[src/rtl/sehc_pkg.sv]
// ----------------------------------------------------------------------------
// sehc_pkg
// Shared types, codes and constants of the strip earliest-hit coincidence
// block.
// ----------------------------------------------------------------------------
package sehc_pkg;

    localparam int DETECTOR_COUNT    = 5;
    localparam int LANES             = DETECTOR_COUNT * 2;
    localparam int LANE_BITS         = 4;
    localparam int STRIP_COUNT_DEF   = 64;
    localparam int TIME_BITS_DEF     = 20;

    // item kinds carried on tuser
    localparam logic [1:0] KIND_OFFSET = 2'd0;
    localparam logic [1:0] KIND_STRIP  = 2'd1;
    localparam logic [1:0] KIND_EOE    = 2'd2;

    // configuration register indexes
    localparam logic [2:0] REG_ENERGY_THRESHOLD   = 3'd0;
    localparam logic [2:0] REG_TIME_FLOOR         = 3'd1;
    localparam logic [2:0] REG_TIME_CEILING       = 3'd2;
    localparam logic [2:0] REG_COINCIDENCE_WINDOW = 3'd3;
    localparam logic [2:0] REG_GATE_LIMIT         = 3'd4;

    // configuration reset values
    localparam logic [15:0]        RST_ENERGY_THRESHOLD   = 16'd4000;
    localparam logic signed [19:0] RST_TIME_FLOOR         = -20'sd5000;
    localparam logic signed [19:0] RST_TIME_CEILING       = 20'sd150;
    localparam logic [18:0]        RST_COINCIDENCE_WINDOW = 19'd150;
    localparam logic [19:0]        RST_GATE_LIMIT         = 20'd50000;

    typedef struct packed {
        logic [1:0]         kind;
        logic [2:0]         detector;
        logic               axis;
        logic [5:0]         strip;
        logic signed [19:0] time_value;
        logic [15:0]        energy;
        logic [19:0]        gate_value;
    } item_t;

    typedef struct packed {
        logic [15:0]        energy_threshold;
        logic signed [19:0] time_floor;
        logic signed [19:0] time_ceiling;
        logic [18:0]        coincidence_window;
        logic [19:0]        gate_limit;
    } cfg_t;

    // end-of-event handoff from the lane unit to the emitter
    typedef struct packed {
        logic             load;
        logic [LANES-1:0] mask;
    } snap_t;

endpackage

[src/rtl/sehc_lane_unit.sv]
// ----------------------------------------------------------------------------
// sehc_lane_unit
// Offset correction, qualification and earliest-strip tracking per detector
// and axis; builds the coincidence mask at end of event.
// ----------------------------------------------------------------------------
module sehc_lane_unit #(
    parameter int TIME_BITS = sehc_pkg::TIME_BITS_DEF
) (
    input  logic                         clk,
    input  logic                         rst_n,
    input  sehc_pkg::item_t              item,
    input  logic                         item_valid,
    input  logic                         item_ok,
    input  logic signed [19:0]           offset,
    input  sehc_pkg::cfg_t               cfg,
    input  logic                         emit_busy,
    output sehc_pkg::snap_t              snap,
    output logic [5:0]                   snap_strip [sehc_pkg::LANES],
    output logic signed [TIME_BITS-1:0]  snap_time [sehc_pkg::LANES],
    output logic [sehc_pkg::LANES-1:0]   lane_valid
);

    localparam int CW = ((TIME_BITS > 21) ? TIME_BITS : 21) + 1;
    localparam int AW = ((TIME_BITS + 1 > 19) ? TIME_BITS + 1 : 19) + 1;
    localparam logic signed [CW-1:0] T_HI = CW'((64'd1 << (TIME_BITS - 1)) - 64'd1);
    localparam logic signed [CW-1:0] T_LO = -T_HI - CW'(1);

    logic [sehc_pkg::LANES-1:0]    valid_reg;
    logic [sehc_pkg::LANES-1:0]    valid_next;
    logic [5:0]                    strip_reg [sehc_pkg::LANES];
    logic signed [TIME_BITS-1:0]   time_reg [sehc_pkg::LANES];

    logic [sehc_pkg::LANE_BITS-1:0] lane;
    logic signed [CW-1:0]          diff;
    logic signed [CW-1:0]          t_sat;
    logic signed [TIME_BITS-1:0]   t_new;
    logic                          qualify;
    logic                          better;
    logic                          strip_fire;
    logic                          eoe_fire;
    logic                          update;
    logic                          gate_open;
    logic [sehc_pkg::LANES-1:0]    pass;
    logic [1:0]                    both01;
    logic signed [AW-1:0]          dt;
    logic [AW-1:0]                 adt;
    logic                          near;

    always_comb
    begin
        lane  = {item.detector, item.axis};
        diff  = CW'($signed(item.time_value)) - CW'($signed(offset));
        if (diff > T_HI)
        begin
            t_sat = T_HI;
        end
        else if (diff < T_LO)
        begin
            t_sat = T_LO;
        end
        else
        begin
            t_sat = diff;
        end
        t_new   = t_sat[TIME_BITS-1:0];
        qualify = (item.energy > cfg.energy_threshold)
                  && (t_sat > CW'($signed(cfg.time_floor)))
                  && (t_sat < CW'($signed(cfg.time_ceiling)));
        better  = !valid_reg[lane] || (t_new < time_reg[lane])
                  || ((t_new == time_reg[lane]) && (item.strip < strip_reg[lane]));
        strip_fire = item_valid && item_ok && (item.kind == sehc_pkg::KIND_STRIP);
        eoe_fire   = item_valid && (item.kind == sehc_pkg::KIND_EOE) && !emit_busy;
        update     = strip_fire && qualify && better;

        // coincidence rules, lane index is detector*2 + axis
        pass = '0;
        for (int a = 0; a < 2; a++)
        begin
            dt  = AW'(time_reg[a]) - AW'(time_reg[8 + a]);
            adt = dt[AW-1] ? AW'(-dt) : AW'(dt);
            near = adt < AW'(cfg.coincidence_window);
            both01[a] = valid_reg[a] && valid_reg[2 + a];
            pass[a]     = valid_reg[0] && valid_reg[1];
            pass[2 + a] = valid_reg[2] && valid_reg[3];
            pass[4 + a] = valid_reg[4] && valid_reg[5] && both01[a]
                          && (strip_reg[a] == strip_reg[4 + a]);
            pass[6 + a] = valid_reg[6] && valid_reg[7] && both01[a] && valid_reg[4 + a]
                          && (strip_reg[a] == strip_reg[6 + a]);
            pass[8 + a] = valid_reg[8] && valid_reg[9] && valid_reg[a] && valid_reg[6 + a]
                          && (strip_reg[a] == strip_reg[6 + a]) && near;
        end
        gate_open = item.gate_value < cfg.gate_limit;
        snap.load = eoe_fire;
        snap.mask = gate_open ? pass : '0;

        valid_next = valid_reg;
        if (eoe_fire)
        begin
            valid_next = '0;
        end
        else if (update)
        begin
            valid_next[lane] = 1'b1;
        end
    end

    always_ff @(posedge clk or negedge rst_n)
    begin
        if (!rst_n)
        begin
            valid_reg <= '0;
        end
        else
        begin
            valid_reg <= valid_next;
        end
    end

    always_ff @(posedge clk)
    begin
        if (update)
        begin
            strip_reg[lane] <= item.strip;
            time_reg[lane]  <= t_new;
        end
    end

    assign snap_strip = strip_reg;
    assign snap_time  = time_reg;
    assign lane_valid = valid_reg;

endmodule

[config.mk]
export PLATFORM = sky130hd
export DESIGN_NAME = sehc_lane_unit
export DESIGN_NICKNAME = d
export VERILOG_FILES = /design/src/rtl/sehc_pkg.sv /design/src/rtl/sehc_lane_unit.sv
export SDC_FILE = /design/constraint.sdc
export NUM_CORES = 1
export LEC_CHECK = 0
export ABC_AREA = 1
export BUFFER_PORTS_ARGS = -buffer_cell sky130_fd_sc_hd__buf_2
export CAP_MARGIN = 40
export CORE_UTILIZATION = 45
export DETAILED_ROUTE_END_ITERATION = 10
export PLACE_DENSITY = 0.7
export SYNTH_ARGS = -nofsm -noshare
export SYNTH_HDL_FRONTEND = slang
export SYNTH_SLANG_ARGS = --single-unit
[constraint.sdc]
create_clock -name clk -period 7.75 [get_ports clk]
set_input_delay 0 -clock clk [delete_from_list [all_inputs] [get_ports clk]]
set_output_delay 0 -clock clk [all_outputs]
set_load 0.1 [all_outputs]
; Word-level counts from Yosys, hierarchy flattened
; Index checks and enable logic that the tools add are counted.
[totals]
ff_bits = 270
[op_classes]
n_addsub = 5
n_lt_le_gt_ge = 14
eq_ne = 7
mux = 23
bitwise_logic = 2
reduce_logical = 41
[op_table]
columns = op, n
row1 = bitwise mux 200 bit, 1
row2 = 2-to-1 mux 22 bit, 4
row3 = binary-select mux 20 bit (select 4 bit), 1
row4 = demux 20 bit (select 4 bit), 1
row5 = subtractor 20 x 20 -> 21 bit, 3
row6 = bitwise mux 60 bit, 1
row7 = 2-to-1 mux 20 bit, 3
row8 = less-than comparator 22 x 19 -> 1 bit, 2
row9 = negation 21 -> 22 bit, 2
row10 = less-than comparator 20 bit, 2
row11 = logical AND 1 bit, 36
row12 = 2-to-1 mux 10 bit, 3
row13 = binary-select mux 6 bit (select 4 bit), 1
row14 = demux 6 bit (select 4 bit), 1
row15 = == test 6 bit, 4
row16 = greater-than comparator 22 x 20 -> 1 bit, 1
row17 = less-than comparator 22 x 20 -> 1 bit, 1
row18 = greater-than comparator 21 x 20 -> 1 bit (second input constant), 1
row19 = less-than comparator 21 x 20 -> 1 bit (second input constant), 1
row20 = == test 20 bit, 1
row21 = 2-to-1 mux 6 bit, 3
row22 = greater-than comparator 16 bit, 1
row23 = OR 10 bit, 1
row24 = less-than comparator 6 bit, 1
row25 = 13 further kinds, 16

; Logic depth before layout (Yosys ltp)
; Gate-level depths: netlist of the first run.
[depth]
word_depth = 11
ltp_mapped = 35

; Worst setup path before layout of the first run
; OpenSTA, ideal clock, no wires.
[synth_path]
kind = reg-to-output
startpoint = reg time_reg, in the netlist snap_time[20]
endpoint = out snap[8] in the netlist's numbering
arrival_time_ps = 6108
setup_slack_ps = 1642
stages_incl_launch_ff = 31
cell_sequence = edfxtp_1 > ha_1 > inv_1 > fa_1 > nand2_1 > inv_1 > nand2_1 > nand2_1 > a21oi_1 > o21bai_1 > nand2_1 > o21ai_1 > a21boi_1 > o21ai_1 > a21boi_0 > o21ai_0 > o21ai_1 > buf_2 > nand2_1 > xor2_1 > ha_1 > a21oi_1 > o21ai_0 > a21o_1 > a21oi_1 > o211ai_1 > nand4_1 > o211ai_1 > a2111oi_0 > nand2_1 > nor2_1
[synth_rtl]
columns = item, line
row1 = from (decl), sehc_lane_unit.sv:31  ; logic signed [TIME_BITS-1:0] time_reg [sehc_pkg::LANES];
row2 = "from (signal, indexed assignment)", sehc_lane_unit.sv:124  ; time_reg[lane] <= t_new;
row3 = to (decl), sehc_lane_unit.sv:17  ; output sehc_pkg::snap_t snap,

==> flow_summary.json, run 1 <==
{
  "status": "finished clean",
  "cp.arrival_ns": 6.97,
  "h-tree-depth": 1,
  "finalHoldViolCount": 0,
  "syn_area_mm2": 0.0181,
  "drive_gt1_share_pct": 24.2,
  "use_met3_pct": 3.93,
  "grt_first_pass_wirelength_mm": 94.8,
  "track_usage_pct": 30.4,
  "synth_fp_nets": 2346,
  "layout.area.seq_mm2": 0.00806,
  "cp_slowest_stage_delay_ns": 0.50,
  "startpoint": "snap_time[160]",
  "routed_via_density": 5.62,
  "fmax_mhz": 143,
  "ys_seq_elements": 270,
  "skew_ns": 0.0302,
  "cts-root-buf": "clkbuf_16",
  "start_kind": "flop",
  "die_height_um": 203,
  "p_leak_nw": 10.4,
  "top_level_ports": 469,
  "cts.sinks": 270,
  "critPathBufInv": 7,
  "power_density_mw_per_mm2": 173,
  "core_area_mm2": 0.0397,
  "relSlewSlack_pct": 46.6,
  "start_util_pct": 45.7,
  "crit_path_frequent_cell": "nand2_1",
  "die_x_um": 203,
  "finalWeightedCongestion": 0.969,
  "place_hpwl_mm": 51.2,
  "antenna_found_initial": 2,
  "synthFlopType": "edfxtp_1",
  "drtIter0Drc": 1569,
  "ant_nets": 0,
  "drc": 0,
  "slew_viol_final": 0,
  "hold_path_class": "in2reg",
  "drv_cap": 0,
  "final.fill_count": 3587,
  "clkTransAtPathRegs_ns": 0.06,
  "end_kind": "output port",
  "yosysTopAreaCell": "edfxtp_1",
  "grtUsageMet1_pct": 41.2,
  "power_w": 0.00383,
  "grt_start_max_net_pins": 61,
  "area_delta_synth_final_pct": 22.3,
  "synthesis.instances": 1964,
  "async_reset_ff_share_pct": 3.70,
  "crit_slowest_cell": "a2111oi_1",
  "drt_wl_total_mm": 64.4,
  "diodes": 0,
  "clockBufferDepth": 3,
  "drtPass1Iterations": 5,
  "synthMostInstantiatedCell": "inv_1",
  "ir_drop_mv": 0.135,
  "synth.area.top_cells": "edfxtp_1 (43%), ha_1 (13%), inv_1 (6.4%)",
  "multi_input_area_mm2": 0.00874,
  "cp.required_ns": 7.75,
  "fin_setup_tns_ns": 0,
  "die-area_mm2": 0.0411,
  "port_buffers": 468,
  "num_vias": 16857,
  "hold_start": "item[62]",
  "rows": 73,
  "nNetsFinal": 2835,
  "clk_latency_ns": 0.56,
  "rsz0062_at_grt": "false",
  "grt_pass1_vias": 16017,
  "cts_tree": "done",
  "final.period_utilization_pct": 89.9,
  "finalSetupViolations": 0,
  "yosysWarnings": 0,
  "yosys-top-cells-count": "inv_1 (308), nand2_1 (293), edfxtp_1 (260)",
  "grt_busiest_layer": "met2",
  "grt-ovfl-total": 0,
  "post_drt_wl_per_cell_um": 21.5,
  "use_met2_pct": 49.2,
  "crit_type": "reg2out",
  "synth_top_area_share_pct": 43.0,
  "worst_slew_pin_slew_ns": 0.798,
  "min_period_ns": 6.97,
  "r2r_start": "snap_time[175]",
  "syn_avg_cell_area_um2": 9.24,
  "ys_seq_area_share_pct": 44.4,
  "synthDistinctLibCells": 57,
  "critPathMaxFanout": 16,
  "cts-buffers-inserted": 27,
  "cp_top_family": "compound AO/OA/AOI/OAI gates",
  "synth_edf_count": 260
}
metrics by stage:
step                util [%]  area, um^2  worst slack, ns  instances  hold WS [ns]
CTS                     55.9       22200            0.759       2997        0.0888
detailed placement      53.5       21300             1.36       2941        -0.137
floorplan                  -       18100             1.64       1964        -0.296
global route            55.9       22200            0.388       2997         0.124
global placement        53.4       21200            0.768       2937        -0.141
finish                  55.9       22200            0.779       2997         0.115
cell type report:
| class | count | share of cell area [%] |
|---|---|---|
| clock buffers | 33 | 3.15 |
| clock inverters | 15 | 0.722 |
| inverters | 312 | 5.28 |
| multi-input cells | 1328 | 39.4 |
| flip-flops and latches | 270 | 36.3 |
| well taps | 525 | 2.96 |
| repair buffers | 514 | 12.2 |
flip-flops by register name (all words and copies together), names as in the netlist:
name / cells
snap_time: 200
snap_strip: 60
lane_valid: 10
cell families after synthesis:
family | after synthesis | share of synthesized area [%]
buf+inv | 366 | 7.79
simple gates | 693 | 17.8
compound gates | 344 | 11.7
flops | 270 | 44.4
xor+xnor | 97 | 4.72
fa+ha+maj | 194 | 13.5
worst register-to-register path: stages (launching register included):
cell and delay, ns:
edfxtp_1 0.45, a22oi_1 0.29, a31oi_1 0.12, nor3_1 0.35
ha_1 0.21, nand2_1 0.07, nor4_1 0.47, nor3b_1 0.24
nand2_1 0.07, nor2_1 0.13, nand3_1 0.08, nand2_1 0.09
inv_1 0.04, nand2_1 0.05, nand2_1 0.06, nand3_2 0.06
nand2_1 0.06, nor2_2 0.11, nand3_2 0.56, nor3_4 0.59
buf_4 0.40
repair_timing:
item	CTS	global route
gates resized for setup	0	0
setup buffers	0	0
hold buffers	8	0
endpoints found under the hold margin	70	0
cells in the final DEF, fill, tap and decap left out, types with 4 or more instances in the layout:
cell | synthesis | final
o21ai_0 | 45 | 45
nor4_1 | 8 | 8
nand2_1 | 293 | 293
a31oi_1 | 45 | 45
xnor2_1 | 32 | 32
a21boi_0 | 5 | 5
a211oi_1 | 7 | 7
nand3_1 | 169 | 169
o22ai_1 | 25 | 25
nand4_1 | 44 | 44
nand2_4 | 5 | 5
dlygate4sd3_1 | 0 | 8
nor2_1 | 90 | 87
a221oi_1 | 5 | 5
buf_4 | 3 | 37
dfrtp_1 | 10 | 10
buf_2 | 5 | 467
edfxtp_1 | 260 | 260
o221ai_1 | 4 | 4
a32o_1 | 4 | 4
inv_1 | 308 | 307
nor2_4 | 3 | 5
o211ai_1 | 11 | 11
clkinv_1 | 2 | 7
nand2_2 | 8 | 8
nand3_2 | 8 | 8
ha_1 | 191 | 191
xor2_1 | 64 | 64
clkbuf_16 | 0 | 27
o21ai_1 | 9 | 9
o21bai_1 | 5 | 5
a2111oi_0 | 6 | 5
a21oi_1 | 108 | 108
nor2_2 | 6 | 7
nor3_1 | 34 | 34
a22oi_1 | 50 | 50
or2_2 | 6 | 6
nor3_4 | 0 | 8
clkbuf_1 | 32 | 6
routing by layer:
layer  routed length (um)  vias to the layer above
met4                 2680                        2
li1                     -                     7882
met5                   10                        -
met2                29600                      858
met3                 5650                      133
met1                26500                     7982
where the power goes:
part / switching, W / internal, W
combinational: 0.000569 / 0.000281
sequential: 0.00000261 / 0.00168
clock: 0.000555 / 0.000741
worst paths after layout:
check | slack, ns | cells past startpoint | to
max | 0.78 | 36 | snap[9]
min | 0.11 | 5 | snap_time[8]
max reg2reg | 2.87 | 20 | snap_time[158]
min reg2reg | 0.57 | 2 | lane_valid[9]
max in group asynchronous | 6.99 | 3 | lane_valid[9]
min in group asynchronous | 0.46 | 3 | lane_valid[5]
(Power assumes the default switching activity.)
==> run 2: changes to the inputs <==
--- a/config.mk
+++ b/config.mk
@@ -10,7 +10,7 @@
 export CAP_MARGIN = 40
 export CORE_UTILIZATION = 45
 export DETAILED_ROUTE_END_ITERATION = 10
-export PLACE_DENSITY = 0.7
+export PLACE_DENSITY_LB_ADDON = 0.2
 export SYNTH_ARGS = -nofsm -noshare
 export SYNTH_HDL_FRONTEND = slang
 export SYNTH_SLANG_ARGS = --single-unit
==> flow_summary.json, run 2 (synthesis results as in run 1) <==
{
  "critPathMaxFanout": 16,
  "drc": 0,
  "core_area_mm2": 0.0397,
  "cp.required_ns": 7.75,
  "fin_area_mm2": 0.0222,
  "worst_slew_pin_slew_ns": 0.794,
  "crit_type": "reg2out",
  "ant_nets": 0,
  "cp_top_family": "compound AO/OA/AOI/OAI gates",
  "die_height_um": 203,
  "min_period_ns": 6.97,
  "ff2ff_path_depth": 20,
  "drive_gt1_share_pct": 24.1,
  "area_delta_synth_final_pct": 22.2,
  "drtPass1Iterations": 6,
  "h-tree-depth": 1,
  "die-area_mm2": 0.0411,
  "r2r_slack_ns": 2.81,
  "hold_buffers": 8,
  "diodes": 0,
  "cts_tree": "done",
  "grt-ovfl-total": 0,
  "r2r_start": "snap_time[196]",
  "final.fill_count": 3549,
  "grt_pass1_vias": 16064,
  "clockBufferDepth": 3,
  "hold_path_class": "in2reg",
  "p_leak_nw": 10.4,
  "use_met2_pct": 49.0,
  "routed_via_density": 5.62,
  "cp.arrival_ns": 6.97,
  "cts-root-buf": "clkbuf_16",
  "crit_path_frequent_cell": "nand2_1",
  "top_level_ports": 469,
  "crit_end": "snap[9]",
  "status": "finished clean",
  "drt_wl_total_mm": 64.5,
  "grtUsageMet1_pct": 41.4,
  "grt_busiest_layer": "met2",
  "post_drt_wl_per_cell_um": 21.5,
  "ir_drop_mv": 0.143,
  "dp_cells": 2942,
  "skew_ns": 0.0279,
  "finalHoldViolCount": 0,
  "rows": 73,
  "die_x_um": 203,
  "hold_start": "offset[0]",
  "relSlewSlack_pct": 46.5,
  "worstSetupPathDepth": 36,
  "drv_cap": 0,
  "cp_slowest_stage_delay_ns": 0.67,
  "antenna_found_initial": 2,
  "start_util_pct": 45.7,
  "critPathBufInv": 7,
  "final.period_utilization_pct": 89.9,
  "nNetsFinal": 2835,
  "finalSetupViolations": 0,
  "fin_setup_tns_ns": 0,
  "post_dp_cell_area_mm2": 0.0213,
  "port_buffers": 468,
  "grt_start_max_net_pins": 70,
  "whs_ns": 0.160,
  "grt_first_pass_wirelength_mm": 95.0,
  "fmax_mhz": 143,
  "track_usage_pct": 30.5,
  "crit_slowest_cell": "a2111oi_1",
  "num_vias": 16838,
  "final_common_cell": "buf_2",
  "cts-buffers-inserted": 26,
  "use_met3_pct": 5.02,
  "regToRegEndpoint": "snap_time[95]",
  "rsz0062_at_grt": "false",
  "finalWeightedCongestion": 0.923,
  "start_kind": "flop",
  "startpoint": "snap_time[0]",
  "slew_viol_final": 0,
  "layout_common_cells": "buf_2 (468), inv_1 (307), nand2_1 (293)",
  "largest_register_ffs": 200,
  "cts_setup_buffers": 0,
  "cts.sinks": 270,
  "place_hpwl_mm": 51.4,
  "clk_latency_ns": 0.55,
  "fin_cells": 2996,
  "end_kind": "output port",
  "drtIter0Drc": 1668,
  "power_density_mw_per_mm2": 169,
  "cts_resized": 0,
  "clkTransAtPathRegs_ns": 0.06
}
run 2: worst min-delay path by stage:
stage                     to  slack (ns)  depth (start not counted)
6_report       snap_time[60]        0.16                          3
5_1_grt        snap_time[60]        0.16                          3
4_1_cts        snap_time[60]        0.14                          3
3_5_place_dp   lane_valid[2]       -0.13                          1
3_3_place_gp   lane_valid[2]       -0.13                          1
2_1_floorplan  lane_valid[0]       -0.30                          0
run 2: metal layers:
layer  vias up  wire [um]
met5         -         27
li1       7890          -
met4         4       2230
met1      7979      26300
met3       114       6130
met2       851      29800
run 2: layout make-up:
class / instances / area [um^2] / share of cell area [%]
clock buffers: 33 / 677 / 3.05
clock inverters: 13 / 123 / 0.553
inverters: 312 / 1170 / 5.28
multi-input cells: 1328 / 8740 / 39.4
flip-flops and latches: 270 / 8060 / 36.4
well taps: 525 / 657 / 2.96
repair buffers: 515 / 2740 / 12.4
run 2: report_power, final:
group          switching, W  leakage (nW)  total [W]  internal (W)
logic              0.000571          7.54   0.000852      0.000282
clock network      0.000531         0.387    0.00121      0.000683
registers        0.00000280          2.48    0.00169       0.00168
total               0.00110          10.4    0.00375       0.00265
run 2: through the flow:
stage | total power, W | setup WS, ns | util [%]
after floorplan | 0.00223 | 1.64 | -
after global placement | 0.00253 | 0.664 | 53.4
after detailed placement | 0.00255 | 1.21 | 53.6
after CTS | 0.00375 | 0.717 | 55.8
after global routing | 0.00391 | 0.353 | 55.8
final | 0.00375 | 0.779 | 55.8
run 2: worst register-to-register path, cell delays in order (launching register included):
cell and delay [ns]:
edfxtp_1 0.47, a22oi_1 0.34, a31oi_1 0.12, nor3_1 0.22, ha_1 0.15, nand2_1 0.07, nor4_1 0.53, nor3b_1 0.25
nand2_1 0.07, nor2_1 0.14, nand3_1 0.09, nand2_1 0.08, inv_1 0.04, nand2_1 0.05, nand2_1 0.06, nand3_2 0.07
nand2_1 0.06, nor2_2 0.11, nand3_2 0.58, nor3_4 0.72, buf_4 0.38
==> run 3: changes to the inputs <==
--- a/config.mk
+++ b/config.mk
@@ -8,8 +8,10 @@
 export ABC_AREA = 1
 export BUFFER_PORTS_ARGS = -buffer_cell sky130_fd_sc_hd__buf_2
 export CAP_MARGIN = 40
+export CORE_ASPECT_RATIO = 1.5
 export CORE_UTILIZATION = 45
 export DETAILED_ROUTE_END_ITERATION = 10
+export MAX_ROUTING_LAYER = met4
 export PLACE_DENSITY_LB_ADDON = 0.2
 export SYNTH_ARGS = -nofsm -noshare
 export SYNTH_HDL_FRONTEND = slang
==> flow_summary.json, run 3 (synthesis results as in run 1) <==
{
  "drt_wl_total_mm": 64.4,
  "cts_setup_buffers": 0,
  "final_common_cell": "buf_2",
  "die-area_mm2": 0.0411,
  "place_hpwl_mm": 51.6,
  "h-tree-depth": 1,
  "ant_nets": 0,
  "hold_start": "offset[0]",
  "relSlewSlack_pct": 40.1,
  "largest_register_ffs": 200,
  "ir_drop_mv": 0.129,
  "drc": 15,
  "grt-ovfl-total": 0,
  "fin_setup_tns_ns": 0,
  "area_delta_synth_final_pct": 21.5,
  "slew_viol_final": 0,
  "clk_latency_ns": 0.53,
  "core_area_mm2": 0.0395,
  "finalSetupViolations": 0,
  "cp_slowest_stage_delay_ns": 0.62,
  "cts.sinks": 270,
  "layout_common_cells": "buf_2 (467), inv_1 (307), nand2_1 (293)",
  "track_usage_pct": 31.5,
  "finalWeightedCongestion": 0.996,
  "critPathBufInv": 7,
  "worst_slew_pin_slew_ns": 0.876,
  "clockBufferDepth": 3,
  "clkTransAtPathRegs_ns": 0.08,
  "end_kind": "output port",
  "start_util_pct": 45.9,
  "final_core_util_pct": 55.7,
  "drv_cap": 0,
  "antenna_found_initial": 1,
  "crit_type": "reg2out",
  "top_level_ports": 469,
  "crit_slowest_cell": "a2111oi_0",
  "violations": "design-rule violations",
  "power_density_mw_per_mm2": 167,
  "num_vias": 16738,
  "nNetsFinal": 2829,
  "hold_buffers": 8,
  "r2r_start": "snap_time[160]",
  "hold_path_class": "in2reg",
  "crit_path_frequent_cell": "nand2_1",
  "cts_resized": 0,
  "startpoint": "snap_time[160]",
  "drtPass1Iterations": 9,
  "min_period_ns": 6.97,
  "cts_tree": "done",
  "p_leak_nw": 10.4,
  "drtIter0Drc": 1489,
  "finalHoldViolCount": 0,
  "cts-buffers-inserted": 23,
  "cp_top_family": "compound AO/OA/AOI/OAI gates",
  "rsz0062_at_grt": "false",
  "skew_ns": 0.0208,
  "post_drt_wl_per_cell_um": 21.7,
  "critPathMaxFanout": 16,
  "grt_pass1_vias": 16210,
  "rows": 89,
  "die_x_um": 166,
  "cts-root-buf": "clkbuf_16",
  "fmax_mhz": 144,
  "status": "finished with violations",
  "drive_gt1_share_pct": 24.2,
  "final.period_utilization_pct": 89.9,
  "port_buffers": 468,
  "die_height_um": 248,
  "grt_start_max_net_pins": 75,
  "cp.required_ns": 7.75,
  "routed_via_density": 5.65,
  "cp.arrival_ns": 6.97,
  "grt_first_pass_wirelength_mm": 94.3,
  "start_kind": "flop"
}
[run 3: stage by stage]
step,instance area (um^2),power (W),setup WS [ns],std cells,hold slack (ns)
2_1_floorplan,18100,0.00223,1.64,1964,-0.296
3_3_place_gp,21200,0.00254,1.13,2912,-0.129
3_5_place_dp,21200,0.00257,1.20,2914,-0.128
4_1_cts,22000,0.00369,0.640,2963,0.195
5_1_grt,22000,0.00385,0.338,2964,0.225
6_report,22000,0.00369,0.784,2964,0.211
[run 3: path summary, 6_finish.rpt]
kind                            slack, ns  depth (start not counted)             end
worst min register to register       0.59                          2   lane_valid[0]
worst min-delay path                 0.21                          3  snap_time[120]
max in group asynchronous            6.92                          3   lane_valid[2]
worst max-delay path                 0.78                         36         snap[9]
worst max register to register       2.75                         18   snap_time[47]
min in group asynchronous            0.50                          3   lane_valid[4]
[run 3: report_power, final]
| part | total (W) | internal, W | switching [W] |
|---|---|---|---|
| Clock | 0.00114 | 0.000616 | 0.000524 |
| Sequential | 0.00168 | 0.00168 | 0.00000272 |
| Combinational | 0.000864 | 0.000281 | 0.000583 |
[run 3: tightest hold or removal path, stage by stage]
cell and delay [ns]:
buf_2 0.08, ha_1 0.19, o21ai_2 0.22
[run 3: final cells by class]
class                   count  area (um^2)
fillers                  3650        17500
inverters                 312         1170
multi-input cells        1328         8740
well taps                 500          626
clock buffers              26          587
flip-flops and latches    270         8060
diodes                      1         2.50
repair buffers            512         2720
clock inverters            15          138
[run 3: routing by layer]
metal / GRT usage [%] / wire length [um]
met3: 4.54 / 4890
met2: 55.4 / 32800
met1: 35.4 / 23900
met4: 14.3 / 2820
met5: - / 0
