==> src/rtl/sehc_pkg.sv <==
// ----------------------------------------------------------------------------
// sehc_pkg
// Shared types, codes and constants of the strip earliest-hit coincidence
// block.
// ----------------------------------------------------------------------------
package sehc_pkg;

    localparam int DETECTOR_COUNT    = 5;
    localparam int LANES             = DETECTOR_COUNT * 2;
    localparam int LANE_BITS         = 4;
    localparam int STRIP_COUNT_DEF   = 64;
    localparam int TIME_BITS_DEF     = 20;

    // item kinds carried on tuser
    localparam logic [1:0] KIND_OFFSET = 2'd0;
    localparam logic [1:0] KIND_STRIP  = 2'd1;
    localparam logic [1:0] KIND_EOE    = 2'd2;

    // configuration register indexes
    localparam logic [2:0] REG_ENERGY_THRESHOLD   = 3'd0;
    localparam logic [2:0] REG_TIME_FLOOR         = 3'd1;
    localparam logic [2:0] REG_TIME_CEILING       = 3'd2;
    localparam logic [2:0] REG_COINCIDENCE_WINDOW = 3'd3;
    localparam logic [2:0] REG_GATE_LIMIT         = 3'd4;

    // configuration reset values
    localparam logic [15:0]        RST_ENERGY_THRESHOLD   = 16'd4000;
    localparam logic signed [19:0] RST_TIME_FLOOR         = -20'sd5000;
    localparam logic signed [19:0] RST_TIME_CEILING       = 20'sd150;
    localparam logic [18:0]        RST_COINCIDENCE_WINDOW = 19'd150;
    localparam logic [19:0]        RST_GATE_LIMIT         = 20'd50000;

    typedef struct packed {
        logic [1:0]         kind;
        logic [2:0]         detector;
        logic               axis;
        logic [5:0]         strip;
        logic signed [19:0] time_value;
        logic [15:0]        energy;
        logic [19:0]        gate_value;
    } item_t;

    typedef struct packed {
        logic [15:0]        energy_threshold;
        logic signed [19:0] time_floor;
        logic signed [19:0] time_ceiling;
        logic [18:0]        coincidence_window;
        logic [19:0]        gate_limit;
    } cfg_t;

    // end-of-event handoff from the lane unit to the emitter
    typedef struct packed {
        logic             load;
        logic [LANES-1:0] mask;
    } snap_t;

endpackage

==> src/rtl/sehc_emitter.sv <==
// ----------------------------------------------------------------------------
// sehc_emitter
// Holds one event's selection and sends its fill records in lane order
// through the output register.
// ----------------------------------------------------------------------------
module sehc_emitter #(
    parameter int TIME_BITS = sehc_pkg::TIME_BITS_DEF
) (
    input  logic                         clk,
    input  logic                         rst_n,
    input  sehc_pkg::snap_t              snap,
    input  logic [5:0]                   snap_strip [sehc_pkg::LANES],
    input  logic signed [TIME_BITS-1:0]  snap_time [sehc_pkg::LANES],
    output logic                         busy,
    output logic                         m_tvalid,
    input  logic                         m_tready,
    output logic                         m_tlast,
    output logic [2:0]                   hit_detector,
    output logic                         hit_axis,
    output logic [5:0]                   hit_strip,
    output logic signed [19:0]           hit_time
);

    localparam int HW = (TIME_BITS > 20) ? TIME_BITS : 20;

    logic [sehc_pkg::LANES-1:0]     mask_reg;
    logic [sehc_pkg::LANES-1:0]     mask_next;
    logic [5:0]                     strip_hold [sehc_pkg::LANES];
    logic signed [TIME_BITS-1:0]    time_hold [sehc_pkg::LANES];
    logic                           m_tvalid_reg;
    logic                           m_tvalid_next;
    logic                           m_tlast_reg;
    logic [2:0]                     det_reg;
    logic                           axis_reg;
    logic [5:0]                     strip_reg;
    logic signed [19:0]             time_reg;

    logic [sehc_pkg::LANE_BITS-1:0] sel;
    logic [sehc_pkg::LANES-1:0]     rest;
    logic                           advance;
    logic signed [HW-1:0]           time_ext;

    always_comb
    begin
        sel = '0;
        for (int i = sehc_pkg::LANES - 1; i >= 0; i--)
        begin
            if (mask_reg[i])
            begin
                sel = sehc_pkg::LANE_BITS'(i);
            end
        end
        rest     = mask_reg & ~(sehc_pkg::LANES'(1) << sel);
        advance  = (|mask_reg) && (!m_tvalid_reg || m_tready);
        time_ext = HW'(time_hold[sel]);

        mask_next = mask_reg;
        if (snap.load)
        begin
            mask_next = snap.mask;
        end
        else if (advance)
        begin
            mask_next = rest;
        end

        m_tvalid_next = m_tvalid_reg;
        if (advance)
        begin
            m_tvalid_next = 1'b1;
        end
        else if (m_tready)
        begin
            m_tvalid_next = 1'b0;
        end
    end

    always_ff @(posedge clk or negedge rst_n)
    begin
        if (!rst_n)
        begin
            mask_reg     <= '0;
            m_tvalid_reg <= 1'b0;
        end
        else
        begin
            mask_reg     <= mask_next;
            m_tvalid_reg <= m_tvalid_next;
        end
    end

    always_ff @(posedge clk)
    begin
        if (snap.load)
        begin
            strip_hold <= snap_strip;
            time_hold  <= snap_time;
        end
        if (advance)
        begin
            det_reg     <= sel[3:1];
            axis_reg    <= sel[0];
            strip_reg   <= strip_hold[sel];
            time_reg    <= time_ext[19:0];
            m_tlast_reg <= (rest == '0);
        end
    end

    assign busy         = |mask_reg;
    assign m_tvalid     = m_tvalid_reg;
    assign m_tlast      = m_tlast_reg;
    assign hit_detector = det_reg;
    assign hit_axis     = axis_reg;
    assign hit_strip    = strip_reg;
    assign hit_time     = time_reg;

endmodule

==> config.mk <==
export PLATFORM = sky130hd
export DESIGN_NAME = sehc_emitter
export DESIGN_NICKNAME = d
export VERILOG_FILES = /design/src/rtl/sehc_pkg.sv /design/src/rtl/sehc_emitter.sv
export SDC_FILE = /design/constraint.sdc
export NUM_CORES = 1
export LEC_CHECK = 0
export ABC_AREA = 1
export BUFFER_PORTS_ARGS = -buffer_cell sky130_fd_sc_hd__buf_2
export CAP_MARGIN = 20
export CORE_MARGIN = 4
export CORE_UTILIZATION = 43
export DETAILED_ROUTE_END_ITERATION = 8
export PLACE_DENSITY = 0.7
export SYNTH_ARGS = -nofsm -noshare
export SYNTH_HDL_FRONTEND = slang
export SYNTH_SLANG_ARGS = --single-unit
==> constraint.sdc <==
create_clock -name clk -period 4.55 [get_ports clk]
set_clock_uncertainty 0.1 [all_clocks]
set_input_delay 0.91 -clock clk [delete_from_list [all_inputs] [get_ports clk]]
set_output_delay 0.91 -clock clk [all_outputs]
set_load 0.1 [all_outputs]
=== Yosys cells after proc, flatten, opt, wreduce, memory -nomap -nowiden ===
Cells that the tools add are included.

* Register bits after elaboration: 302
* Output and inout port bits: 33

* $lt $le $gt $ge: 1
* Shift operators: 1
* Mux-type cells: 20
* Bitwise gates (word level): 3
* Reductions and logical operators: 7

{| class="wikitable"
|+ Operators with widths
! cell !! number
|-
| $bmux W20 S4 || 1
|-
| $mux W20 || 2
|-
| $mux W4 || 10
|-
| $bmux W6 S4 || 1
|-
| $mux W10 || 2
|-
| $mux W6 || 2
|-
| $and A10 B10 Y10 || 1
|-
| $logic_not A10 Y1 || 1
|-
| $not A10 Y10 || 1
|-
| $reduce_or A10 Y1 || 1
|-
| $shl A1 B4 Y10 const A || 1
|-
| $ge A5 B5 Y1 const B || 1
|-
| $not A4 Y5 || 1
|-
| $reduce_bool A2 Y1 || 2
|-
| $mux W1 || 2
|-
| $logic_and A1 B1 Y1 || 1
|-
| $logic_not A1 Y1 || 1
|-
| $logic_or A1 B1 Y1 || 1
|}

=== Depth between registers and ports, before layout ===
Gate-level depths: netlist of run 1.

* Depth after elaboration: 15
* Mapped depth: 17

=== Worst setup path before layout of run 1 ===
Ideal clock, no wire load.

* Path kind: reg2reg
* Start: register mask_reg[1] (netlist name)
* End: register mask_reg[7] (netlist name)
* Library setup time: 0.091 ns
* Arrival: 2.666 ns
* Slack: 1.692 ns
* Stages on the path, launching flop included: 9
* Path buffers: 0
* Clock period less this slack: 2.858 ns
* Cell sequence: dfrtp_1 > inv_1 > nand3_1 > nor2_1 > nand2_1 > o21ai_2 > inv_1 > nand2_1 > o221ai_1

{| class="wikitable"
|+ RTL lines
! what !! RTL line !! source
|-
| start, declared || sehc_emitter.sv:26 || <nowiki>logic [sehc_pkg::LANES-1:0] mask_reg;</nowiki>
|-
| start signal, assigned || sehc_emitter.sv:87 || <nowiki>mask_reg <= mask_next;</nowiki>
|-
| $reduce_or A10 Y1 || - ||
|-
| via busy || sehc_emitter.sv:14 || <nowiki>output logic busy,</nowiki>
|-
| $logic_and A1 B1 Y1 || sehc_emitter.sv:54 || <nowiki>advance = (|mask_reg) && (!m_tvalid_reg || m_tready);</nowiki>
|-
| via advance || sehc_emitter.sv:40 || <nowiki>logic advance;</nowiki>
|-
| $reduce_bool A2 Y1 (no source line) || - ||
|}

The timed path passes the listed nets, and every way through them passes these cells. The select of a mux whose other input is x is not followed.
A chain may end at the register's enable or synchronous reset.

=== Final worst setup path of run 1 ===
* Start: register mask_reg[0] (netlist name)
* End: output port busy

* Cells in the longest elaborated chain, start to end: 1

{| class="wikitable"
|+ Ends and longest elaborated chain
! what !! RTL line !! source
|-
| $reduce_or A10 Y1 || sehc_emitter.sv:109 || <nowiki>assign busy = |mask_reg;</nowiki>
|-
| end, declared || sehc_emitter.sv:14 ||
|}

No other way between the ends.

==> results.md, run 1 <==
- Top_reg_cell synth: edfxtp_1
- GRT Residual Overflow: 0
- Total CTS buffers: 31
- Total Wirelength: 36500 um
- Leak: 6.27 nW
- Max Transition Viols Final: 0
- Clk slew on worst S/H paths: 0.06 ns
- Startpoint Class: flop
- Placed Cells: 1620
- Row Count: 61
- Die area: 31600 um2
- RSZ-0062 raised after global routing: false
- Fillers: 2464
- Yosys top cell area share: 70.5%
- Sink Count: 302
- Non-Filler Instances: 1680
- DRC viols: 0
- Tcrit/Tclk final: 74.2%
- Status: finished clean
- Die height: 178 um
- Hold WC Path Type: input port to async pin
- Final TNS setup: 0 ns
- FMAX: 296 MHz
- Via count: 9030
- Drt pass-1 iters: 5
- DR vias/cell: 5.38
- First-pass GRT wire length: 52900 um
- Max-cap viol count: 0
- Die width: 178 um
- Core footprint: 28100 um2
- VDD IR max: 0.000312 V
- GRT Total Usage: 22.2%
- Post-synth cell types: 29
- IO Count: 307
- Post-Syn Area per Cell: 12.5 um2
- Vias in the first global route: 8901
- R2r endpoint: hit_time[17]$_DFFE_PP_
- CTS Buffer Depth: 3
- Initial antenna violation count: 11
- Worst r2r src: mask_reg[7]$_DFFE_PN0P_
- Synth cell count leaders: edfxtp_1 (291), nand2_1 (190), nand3_1 (188)
- Main area contributors after synthesis: edfxtp_1 (70%), nand3_1 (7.6%), nand2_1 (5.8%), nand4_1 (4.2%), dfrtp_1 (2.2%)
- CTS Root Cell: clkbuf_16
- CTS resizes: 0
- Post-Syn Instances: 990
- Crit. End Element: primary output
- Flop2flop setup slack: 1.58 ns
- Initial drt markers: 802
- Post-Syn Nets: 1264
- Slew @ Worst Pin: 0.961 ns
- Layout cells sized above 1: 29.4%
- Relative slew slack: 35.9%
- CTS tree: yes
- Largest Register: time_hold
- Worst Setup Path Type: flop to primary output
- Reg2reg path depth: 10
- Count leader, synth: edfxtp_1
- Seq/Total Area, Yosys: 72.7%
- Final-report hold violation count: 0
- Setup repair bufs after CTS: 0
- Power Density: 504 nW/um2
- Synth async-reset ratio: 3.64%
- Crit path max fanout: 19
- Hold_buf cts: 0
- Max FFs per register: 200
- Layout area overhead: 22.5%
- GP Congestion: 0.879
- EDFF count, synth: 291
- Antenna-violating nets left: 0
- Clock Latency Late Sink: 0.57 ns
- CP arrival: 2.37 ns
- FF+latch count, synth: 302
- Maximum number of pins on one net before global-route repair: 93
- Yosys top cell by area: edfxtp_1
- WL/cell: 21.7 um
- Yosys warnings: 0
- Fin nets: 1549
- Initial Util: 44.1%
- Final worst path period need: 3.38 ns
- Final setup violating endpoints: 0
- # H-tree levels: 1
- Synth Cell Area: 12400 um2
- Crit path required time: 3.54 ns
- Post-DP HPWL: 24700 um
- IO buf count: 306
[routing by layer]
layer	share of wire, %	track usage, %	vias to the layer above	wire, um
met3	9.2	6.05	81	3340
met5	0.18	0	-	65
met4	3.3	6.70	10	1210
li1	-	-	4181	-
met2	48	36.0	443	17400
met1	40	29.6	4315	14500
[report_power, final]
| group | switching, W | internal [W] | leakage, nW | total, W |
|---|---|---|---|---|
| registers | 0.000101 | 0.00338 | 3.00 | 0.00348 |
| clock network | 0.00103 | 0.00146 | 0.484 | 0.00250 |
| logic | 0.00130 | 0.000370 | 2.79 | 0.00167 |
[area by class of cell]
cell class | count | area [um2] | share of cell area, %
Antenna cell | 6 | 15.0 | 0.0989
Clock buffer | 35 | 791 | 5.21
Clock inverter | 19 | 201 | 1.33
Inverter | 70 | 268 | 1.76
Multi-Input combinational cell | 552 | 2780 | 18.3
Sequential cell | 302 | 9010 | 59.4
Tap cell | 378 | 473 | 3.11
Timing Repair Buffer | 318 | 1640 | 10.8
[layout by cell type, fill, tap and decap left out, types with 2 or more instances in the layout]
cell type	n
buf_2	305
buf_4	11
bufinv_16	4
clkbuf_1	4
clkbuf_16	31
clkinv_1	5
clkinv_2	6
clkinvlp_4	2
dfrtp_1	11
diode_2	6
edfxtp_1	291
inv_1	63
inv_2	5
inv_4	2
nand2_1	190
nand2_4	2
nand3_1	188
nand3b_1	25
nand4_1	84
nor2_1	14
nor2_2	2
nor2_4	2
o211ai_1	5
o21ai_0	27
o221ai_1	3
[worst max-delay path, stage by stage (launching register included)]
cell and delay (ns):
dfrtp_1 0.37, inv_2 0.29, nand3_1 0.32, nor2_1 0.36, nand2_1 0.16, buf_2 0.33
[logic make-up after synthesis]
| kind of cell | Yosys count | synth area share [%] |
|---|---|---|
| flip-flops | 302 | 72.7 |
| buffers and inverters | 136 | 5.10 |
| AND/OR/NAND/NOR | 511 | 20.2 |
| AO/OA/AOI/OAI | 41 | 1.95 |
[through the flow]
stage / worst slack [ns] / total power (W) / instance area, um2 / hold slack, ns / util [%]
finish: 1.17 / 0.00765 / 15200 / 0.143 / 54.1
detailed placement: 1.61 / 0.00521 / 14200 / 0.458 / 50.5
floorplan: 1.69 / 0.00469 / 12400 / 0.405 / -
global placement: 1.64 / 0.00519 / 14200 / 0.450 / 50.5
global route: 1.06 / 0.00795 / 15200 / 0.147 / 54.0
CTS: 1.17 / 0.00771 / 15200 / 0.126 / 54.0
[worst max-delay path by stage]
stage	startpoint	to	slack (ns)	depth (start not counted)
after floorplan	mask_reg[1]$_DFFE_PN0P_	mask_reg[7]$_DFFE_PN0P_	1.69	8
after global placement	mask_reg[8]$_DFFE_PN0P_	hit_time[15]$_DFFE_PP_	1.64	15
after detailed placement	mask_reg[8]$_DFFE_PN0P_	hit_time[15]$_DFFE_PP_	1.61	15
after CTS	mask_reg[0]$_DFFE_PN0P_	busy	1.17	5
after global routing	mask_reg[0]$_DFFE_PN0P_	busy	1.06	5
final	mask_reg[0]$_DFFE_PN0P_	busy	1.17	5
Power figures use the tool's default switching activity.
==> run 2, diff against run 1 <==
--- a/config.mk
+++ b/config.mk
@@ -5,13 +5,13 @@
 export SDC_FILE = /design/constraint.sdc
 export NUM_CORES = 1
 export LEC_CHECK = 0
-export ABC_AREA = 1
+export ABC_AREA = 0
 export BUFFER_PORTS_ARGS = -buffer_cell sky130_fd_sc_hd__buf_2
 export CAP_MARGIN = 20
 export CORE_MARGIN = 4
 export CORE_UTILIZATION = 43
 export DETAILED_ROUTE_END_ITERATION = 8
-export PLACE_DENSITY = 0.7
+export PLACE_DENSITY = 0.73
 export SYNTH_ARGS = -nofsm -noshare
 export SYNTH_HDL_FRONTEND = slang
 export SYNTH_SLANG_ARGS = --single-unit
==> constraint.sdc (replaced) <==
create_clock -name clk -period 3 [get_ports clk]
set_clock_uncertainty 0.1 [all_clocks]
set_input_delay 0.6 -clock clk [delete_from_list [all_inputs] [get_ports clk]]
set_output_delay 0.6 -clock clk [all_outputs]
set_load 0.1 [all_outputs]
==> results.md, run 2 <==
- Crit path required time: 2.30 ns
- Layout area overhead: 26.8%
- Die area: 30300 um2
- DR vias/cell: 5.59
- GP Congestion: 0.907
- Worst Setup Path Type: flop to primary output
- Initial Util: 43.8%
- CTS tree: yes
- Layout cells sized above 1: 41.2%
- First-pass GRT wire length: 47600 um
- Post-Syn Instances: 697
- Final worst path period need: 2.84 ns
- Final TNS setup: 0 ns
- Core footprint: 27000 um2
- Crit path max fanout: 8
- Die height: 174 um
- Largest Register: time_hold
- RSZ-0062 raised after global routing: false
- CTS Buffer Depth: 3
- Drt pass-1 iters: 6
- FMAX: 352 MHz
- EDFF count, synth: 291
- Final setup violating endpoints: 0
- Max FFs per register: 200
- # H-tree levels: 1
- Count leader, synth: edfxtp_1
- GRT Total Usage: 20.5%
- Via count: 7836
- Status: finished clean
- Slew @ Worst Pin: 1.09 ns
- Seq/Total Area, Yosys: 76.1%
- Startpoint Class: flop
- Crit. End Element: primary output
- Hold WC Path Type: input port to flop
- Main area contributors after synthesis: edfxtp_1 (74%), mux2i_1 (3.3%), dfrtp_1 (2.3%), mux2_2 (2.2%), o2111ai_1 (1.7%)
- Fillers: 2164
- Maximum number of pins on one net before global-route repair: 93
- Total CTS buffers: 31
- Row Count: 60
- Total Power: 0.0105 W
- Most frequent cells in the layout: buf_2 (304), edfxtp_1 (291), mux2i_1 (39)
- WL/cell: 23.0 um
- Synth cell count leaders: edfxtp_1 (291), mux2i_1 (39), nand2_1 (35)
- GRT Residual Overflow: 0
- IO buf count: 306
- Clock Latency Late Sink: 0.56 ns
- Tcrit/Tclk final: 94.8%
- Initial drt markers: 779
- Clk slew on worst S/H paths: 0.06 ns
- Power Density: 700 nW/um2
- Post-Syn Area per Cell: 17.0 um2
- Post-Syn Nets: 971
- Leak: 5.83 nW
- DRC viols: 0
- CTS Root Cell: clkbuf_16
- Yosys top cell by area: edfxtp_1
- Yosys warnings: 0
- Vias in the first global route: 8120
- Final-report hold violation count: 0
- Synth Cell Area: 11800 um2
- Antenna-violating nets left: 0
- FF+latch count, synth: 302
- Top_reg_cell synth: edfxtp_1
- Post-synth cell types: 62
- Total Wirelength: 32300 um
- Sink Count: 302
- Die width: 174 um
- Max Transition Viols Final: 0
- Synth async-reset ratio: 3.64%
- Fin nets: 1306
- Post-DP HPWL: 22600 um
- Relative slew slack: 26.8%
- VDD IR max: 0.000451 V
- Yosys top cell area share: 73.8%
- CP arrival: 2.14 ns
- Initial antenna violation count: 8
- IO Count: 307
- Most common cell after layout, fill and taps aside: buf_2
- Max-cap viol count: 0
[run 2: cell count changes after synthesis, moves of 11 or more]
| cell | before | now |
|---|---|---|
| a221oi_1 | 0 | 11 |
| mux2i_1 | 0 | 39 |
| a22oi_1 | 0 | 11 |
| nand2_1 | 190 | 35 |
| inv_1 | 64 | 9 |
| and3_1 | 0 | 11 |
| nand4_1 | 84 | 13 |
| o211a_1 | 0 | 15 |
| o2111ai_1 | 0 | 23 |
| mux2_2 | 0 | 23 |
| a222oi_1 | 0 | 13 |
| nand3b_1 | 25 | 0 |
| a21oi_1 | 0 | 17 |
| nand3_1 | 188 | 28 |
[run 2: area by class of cell]
| type | count | area [um2] | share of cell area, % |
|---|---|---|---|
| inverter | 11 | 41.3 | 0.275 |
| sequential | 302 | 9010 | 60.0 |
| multi-input combinational | 344 | 2640 | 17.6 |
| tap | 341 | 427 | 2.84 |
| antenna | 9 | 22.5 | 0.150 |
| clock inverter | 18 | 160 | 1.07 |
| timing repair buffer | 342 | 1920 | 12.8 |
| clock buffer | 35 | 791 | 5.27 |
[run 2: path summary, 6_finish.rpt]
check | from | to | slack, ns | cells past startpoint
min in group asynchronous | rst_n | m_tvalid$_DFFE_PN0P_ | 0.37 | 2
min reg2reg | strip_hold[32]$_DFFE_PP_ | hit_strip[2]$_DFFE_PP_ | 0.47 | 2
max reg2reg | mask_reg[9]$_DFFE_PN0P_ | hit_time[9]$_DFFE_PP_ | 0.24 | 7
min | snap_time[123] | time_hold[123]$_DFFE_PP_ | 0.11 | 1
max | mask_reg[4]$_DFFE_PN0P_ | busy | 0.16 | 5
max in group asynchronous | rst_n | mask_reg[0]$_DFFE_PN0P_ | 2.18 | 2
[run 2: cell families (layout without fill, tap and decap cells)]
logic type | after synthesis | count (layout) | synth area share [%]
AO/OA/AOI/OAI | 162 | 162 | 10.8
buffers and inverters | 51 | 406 | 2.22
flip-flops | 302 | 302 | 76.1
multiplexers | 62 | 62 | 5.48
other | 0 | 9 | 0
AND/OR/NAND/NOR | 120 | 120 | 5.44
[run 2: timing repair]
item                       CTS  global route
resized for setup            3             2
setup endpoints to repair    1             1
hold buffers                 1             0
hold endpoints to repair    11             0
buffers inserted             0             1
pin swaps                    0             1
[run 2: layer usage]
| metal | vias to the layer above | wire length (um) | global-route usage (%) |
|---|---|---|---|
| li1 | 3547 | - | - |
| met1 | 3817 | 12100 | 26.0 |
| met2 | 392 | 16300 | 35.1 |
| met3 | 80 | 2560 | 3.81 |
| met4 | 0 | 1290 | 8.02 |
| met5 | - | 0 | 0 |
[run 2: power breakdown]
| group | total (W) | leakage [nW] | internal [W] | switching (W) |
|---|---|---|---|---|
| registers | 0.00519 | 2.99 | 0.00505 | 0.000135 |
| clock network | 0.00362 | 0.454 | 0.00206 | 0.00156 |
| logic | 0.00171 | 2.39 | 0.000552 | 0.00116 |
[run 2: stage by stage]
stage | hold slack (ns) | worst slack [ns] | std cells | util (%) | cell area (um2)
final | 0.105 | 0.156 | 1402 | 55.6 | 15000
after global routing | 0.0729 | 0.00193 | 1401 | 55.6 | 15000
after CTS | 0.0791 | 0.0168 | 1391 | 55.3 | 15000
after detailed placement | 0.392 | 0.282 | 1337 | 51.7 | 14000
after global placement | 0.393 | 0.379 | 1337 | 51.7 | 14000
after floorplan | 0.204 | 0.102 | 697 | - | 11800
[run 2: worst max-delay path, stage by stage, from the launching register on]
cell and delay [ns]:
dfrtp_1 0.50, nor4_4 0.36, nand3_1 0.18, nor3_2 0.19, inv_1 0.08, clkbuf_4 0.28
==> run 3, diff against run 2 <==
==> constraint.sdc (replaced) <==
create_clock -name clk -period 2.6 [get_ports clk]
set_clock_uncertainty 0.1 [all_clocks]
set_input_delay 0.52 -clock clk [delete_from_list [all_inputs] [get_ports clk]]
set_output_delay 0.52 -clock clk [all_outputs]
set_load 0.1 [all_outputs]
==> results.md, run 3 (synthesized netlist as in run 2, its figures left out) <==
- Status: finished clean
- Hold Path Depth: 1
- Total Wirelength: 33300 um
- Startpoint Class: flop
- Maximum number of pins on one net before global-route repair: 64
- Vias in the first global route: 8230
- Power Density: 824 nW/um2
- Initial drt markers: 889
- CTS Buffer Depth: 3
- Die height: 174 um
- Clock Latency Late Sink: 0.51 ns
- Final worst path period need: 2.58 ns
- # H-tree levels: 2
- Relative slew slack: 48.1%
- Row Count: 60
- CP arrival: 1.96 ns
- Most common cell after layout, fill and taps aside: buf_2
- Crit. End Element: primary output
- Fin nets: 1334
- Core Util, Final: 57.0%
- Total CTS buffers: 34
- Critical Path Stages: 6
- Hold WC Path Type: input port to flop
- Slew @ Worst Pin: 0.775 ns
- GP Congestion: 0.931
- Max FFs per register: 200
- Die area: 30300 um2
- Worst r2r src: mask_reg[3]$_DFFE_PN0P_
- Final-report hold violation count: 0
- FMAX: 387 MHz
- Initial Util: 43.8%
- Worst Setup Path Type: flop to primary output
- CTS tree: yes
- CP Launch Point: mask_reg[7]$_DFFE_PN0P_
- Total Power: 0.0127 W
- GRT Residual Overflow: 0
- VDD IR max: 0.000501 V
- DR vias/cell: 5.59
- Crit path max fanout: 3
- Final setup violating endpoints: 0
- Drt pass-1 iters: 6
- WL/cell: 23.1 um
- Die width: 174 um
- Initial antenna violation count: 13
- Antenna-violating nets left: 0
- Most frequent cells in the layout: buf_2 (304), edfxtp_1 (291), buf_4 (52)
- IO Count: 307
- CP delay by family, top: simple AND/OR/NAND/NOR gates
- Flop2flop setup slack: 0.08 ns
- Tcrit/Tclk final: 99.3%
- Worst path max stage delay: 0.43 ns
- IO buf count: 306
- Core footprint: 27000 um2
- Layout cells sized above 1: 43.6%
- Sink Count: 302
- DRC viols: 0
- Clk slew on worst S/H paths: 0.06 ns
- CTS Root Cell: clkbuf_16
- First-pass GRT wire length: 48500 um
- Cell Chain, Critical Path: nor4_4, buf_4, nand3_4, nor3_4, inv_2, buf_12
- Crit-path slowest cell: dfrtp_2
- Post-DP HPWL: 23100 um
- RSZ-0062 raised after global routing: true
- Layout area overhead: 30.1%
- Via count: 8062
- Reg2reg path depth: 7
- Crit path required time: 1.98 ns
- Max-cap viol count: 0
- Max Transition Viols Final: 0
- GRT Total Usage: 21.0%
- Leak: 6.03 nW
- Hold path start: snap_time[4]
- CP bufs+invs: 3
- Largest Register: time_hold
-- run 3: worst reg2reg max path, cell delays in order (launching register included) --
cell and delay, ns:
dfrtp_1 0.46, or4_4 0.58, or2_1 0.30, inv_2 0.13
nand3_4 0.18, buf_4 0.26, o211a_1 0.24, o2111ai_1 0.11
-- run 3: report_power, final --
group / internal (W) / switching, W
Combinational: 0.000684 / 0.00137
Sequential: 0.00583 / 0.000150
Clock: 0.00277 / 0.00190
Total: 0.00929 / 0.00342
-- run 3: area by class of cell --
| class | count | area [um2] |
|---|---|---|
| Inverter | 11 | 41.3 |
| Timing Repair Buffer | 367 | 2120 |
| Multi-Input combinational cell | 344 | 2660 |
| Tap cell | 341 | 427 |
| Fill cell | 2114 | 11600 |
| Antenna cell | 14 | 35.0 |
| Sequential cell | 302 | 9020 |
| Clock buffer | 37 | 883 |
| Clock inverter | 25 | 228 |
-- run 3: stage by stage --
step	setup TNS, ns	instances	area, um2	hold slack (ns)	setup WS, ns
after global placement	0	1353	14100	0.311	0.0475
after CTS	-0.102	1416	15200	0.0598	-0.102
after floorplan	0	697	11800	0.124	0.167
after detailed placement	-1.08	1353	14100	0.309	-0.156
final	0	1441	15400	0.0807	0.0176
after global routing	-0.128	1441	15400	0.0542	-0.0809
-- run 3: repair_timing --
action / in CTS / in global routing
endpoints found under the hold margin: 11 / 0
pin swaps: 1 / 5
resized for setup: 8 / 8
setup buffers: 0 / 11
hold buffers: 1 / 0
endpoints found under the setup margin: 9 / 15
-- run 3: path summary, 6_finish.rpt --
path / to
setup / recovery: busy
hold / removal: time_hold[4]$_DFFE_PP_
setup reg to reg: hit_time[14]$_DFFE_PP_
hold reg to reg: hit_time[0]$_DFFE_PP_
max in group asynchronous: mask_reg[6]$_DFFE_PN0P_
min in group asynchronous: mask_reg[1]$_DFFE_PN0P_
-- run 3: metal layers --
| metal | vias up | GRT usage (%) | wire length [um] |
|---|---|---|---|
| li1 | 3615 | - | - |
| met1 | 3912 | 27.0 | 12800 |
| met2 | 441 | 34.7 | 16600 |
| met3 | 94 | 3.83 | 2420 |
| met4 | 0 | 10.2 | 1480 |
| met5 | - | 0 | 0 |
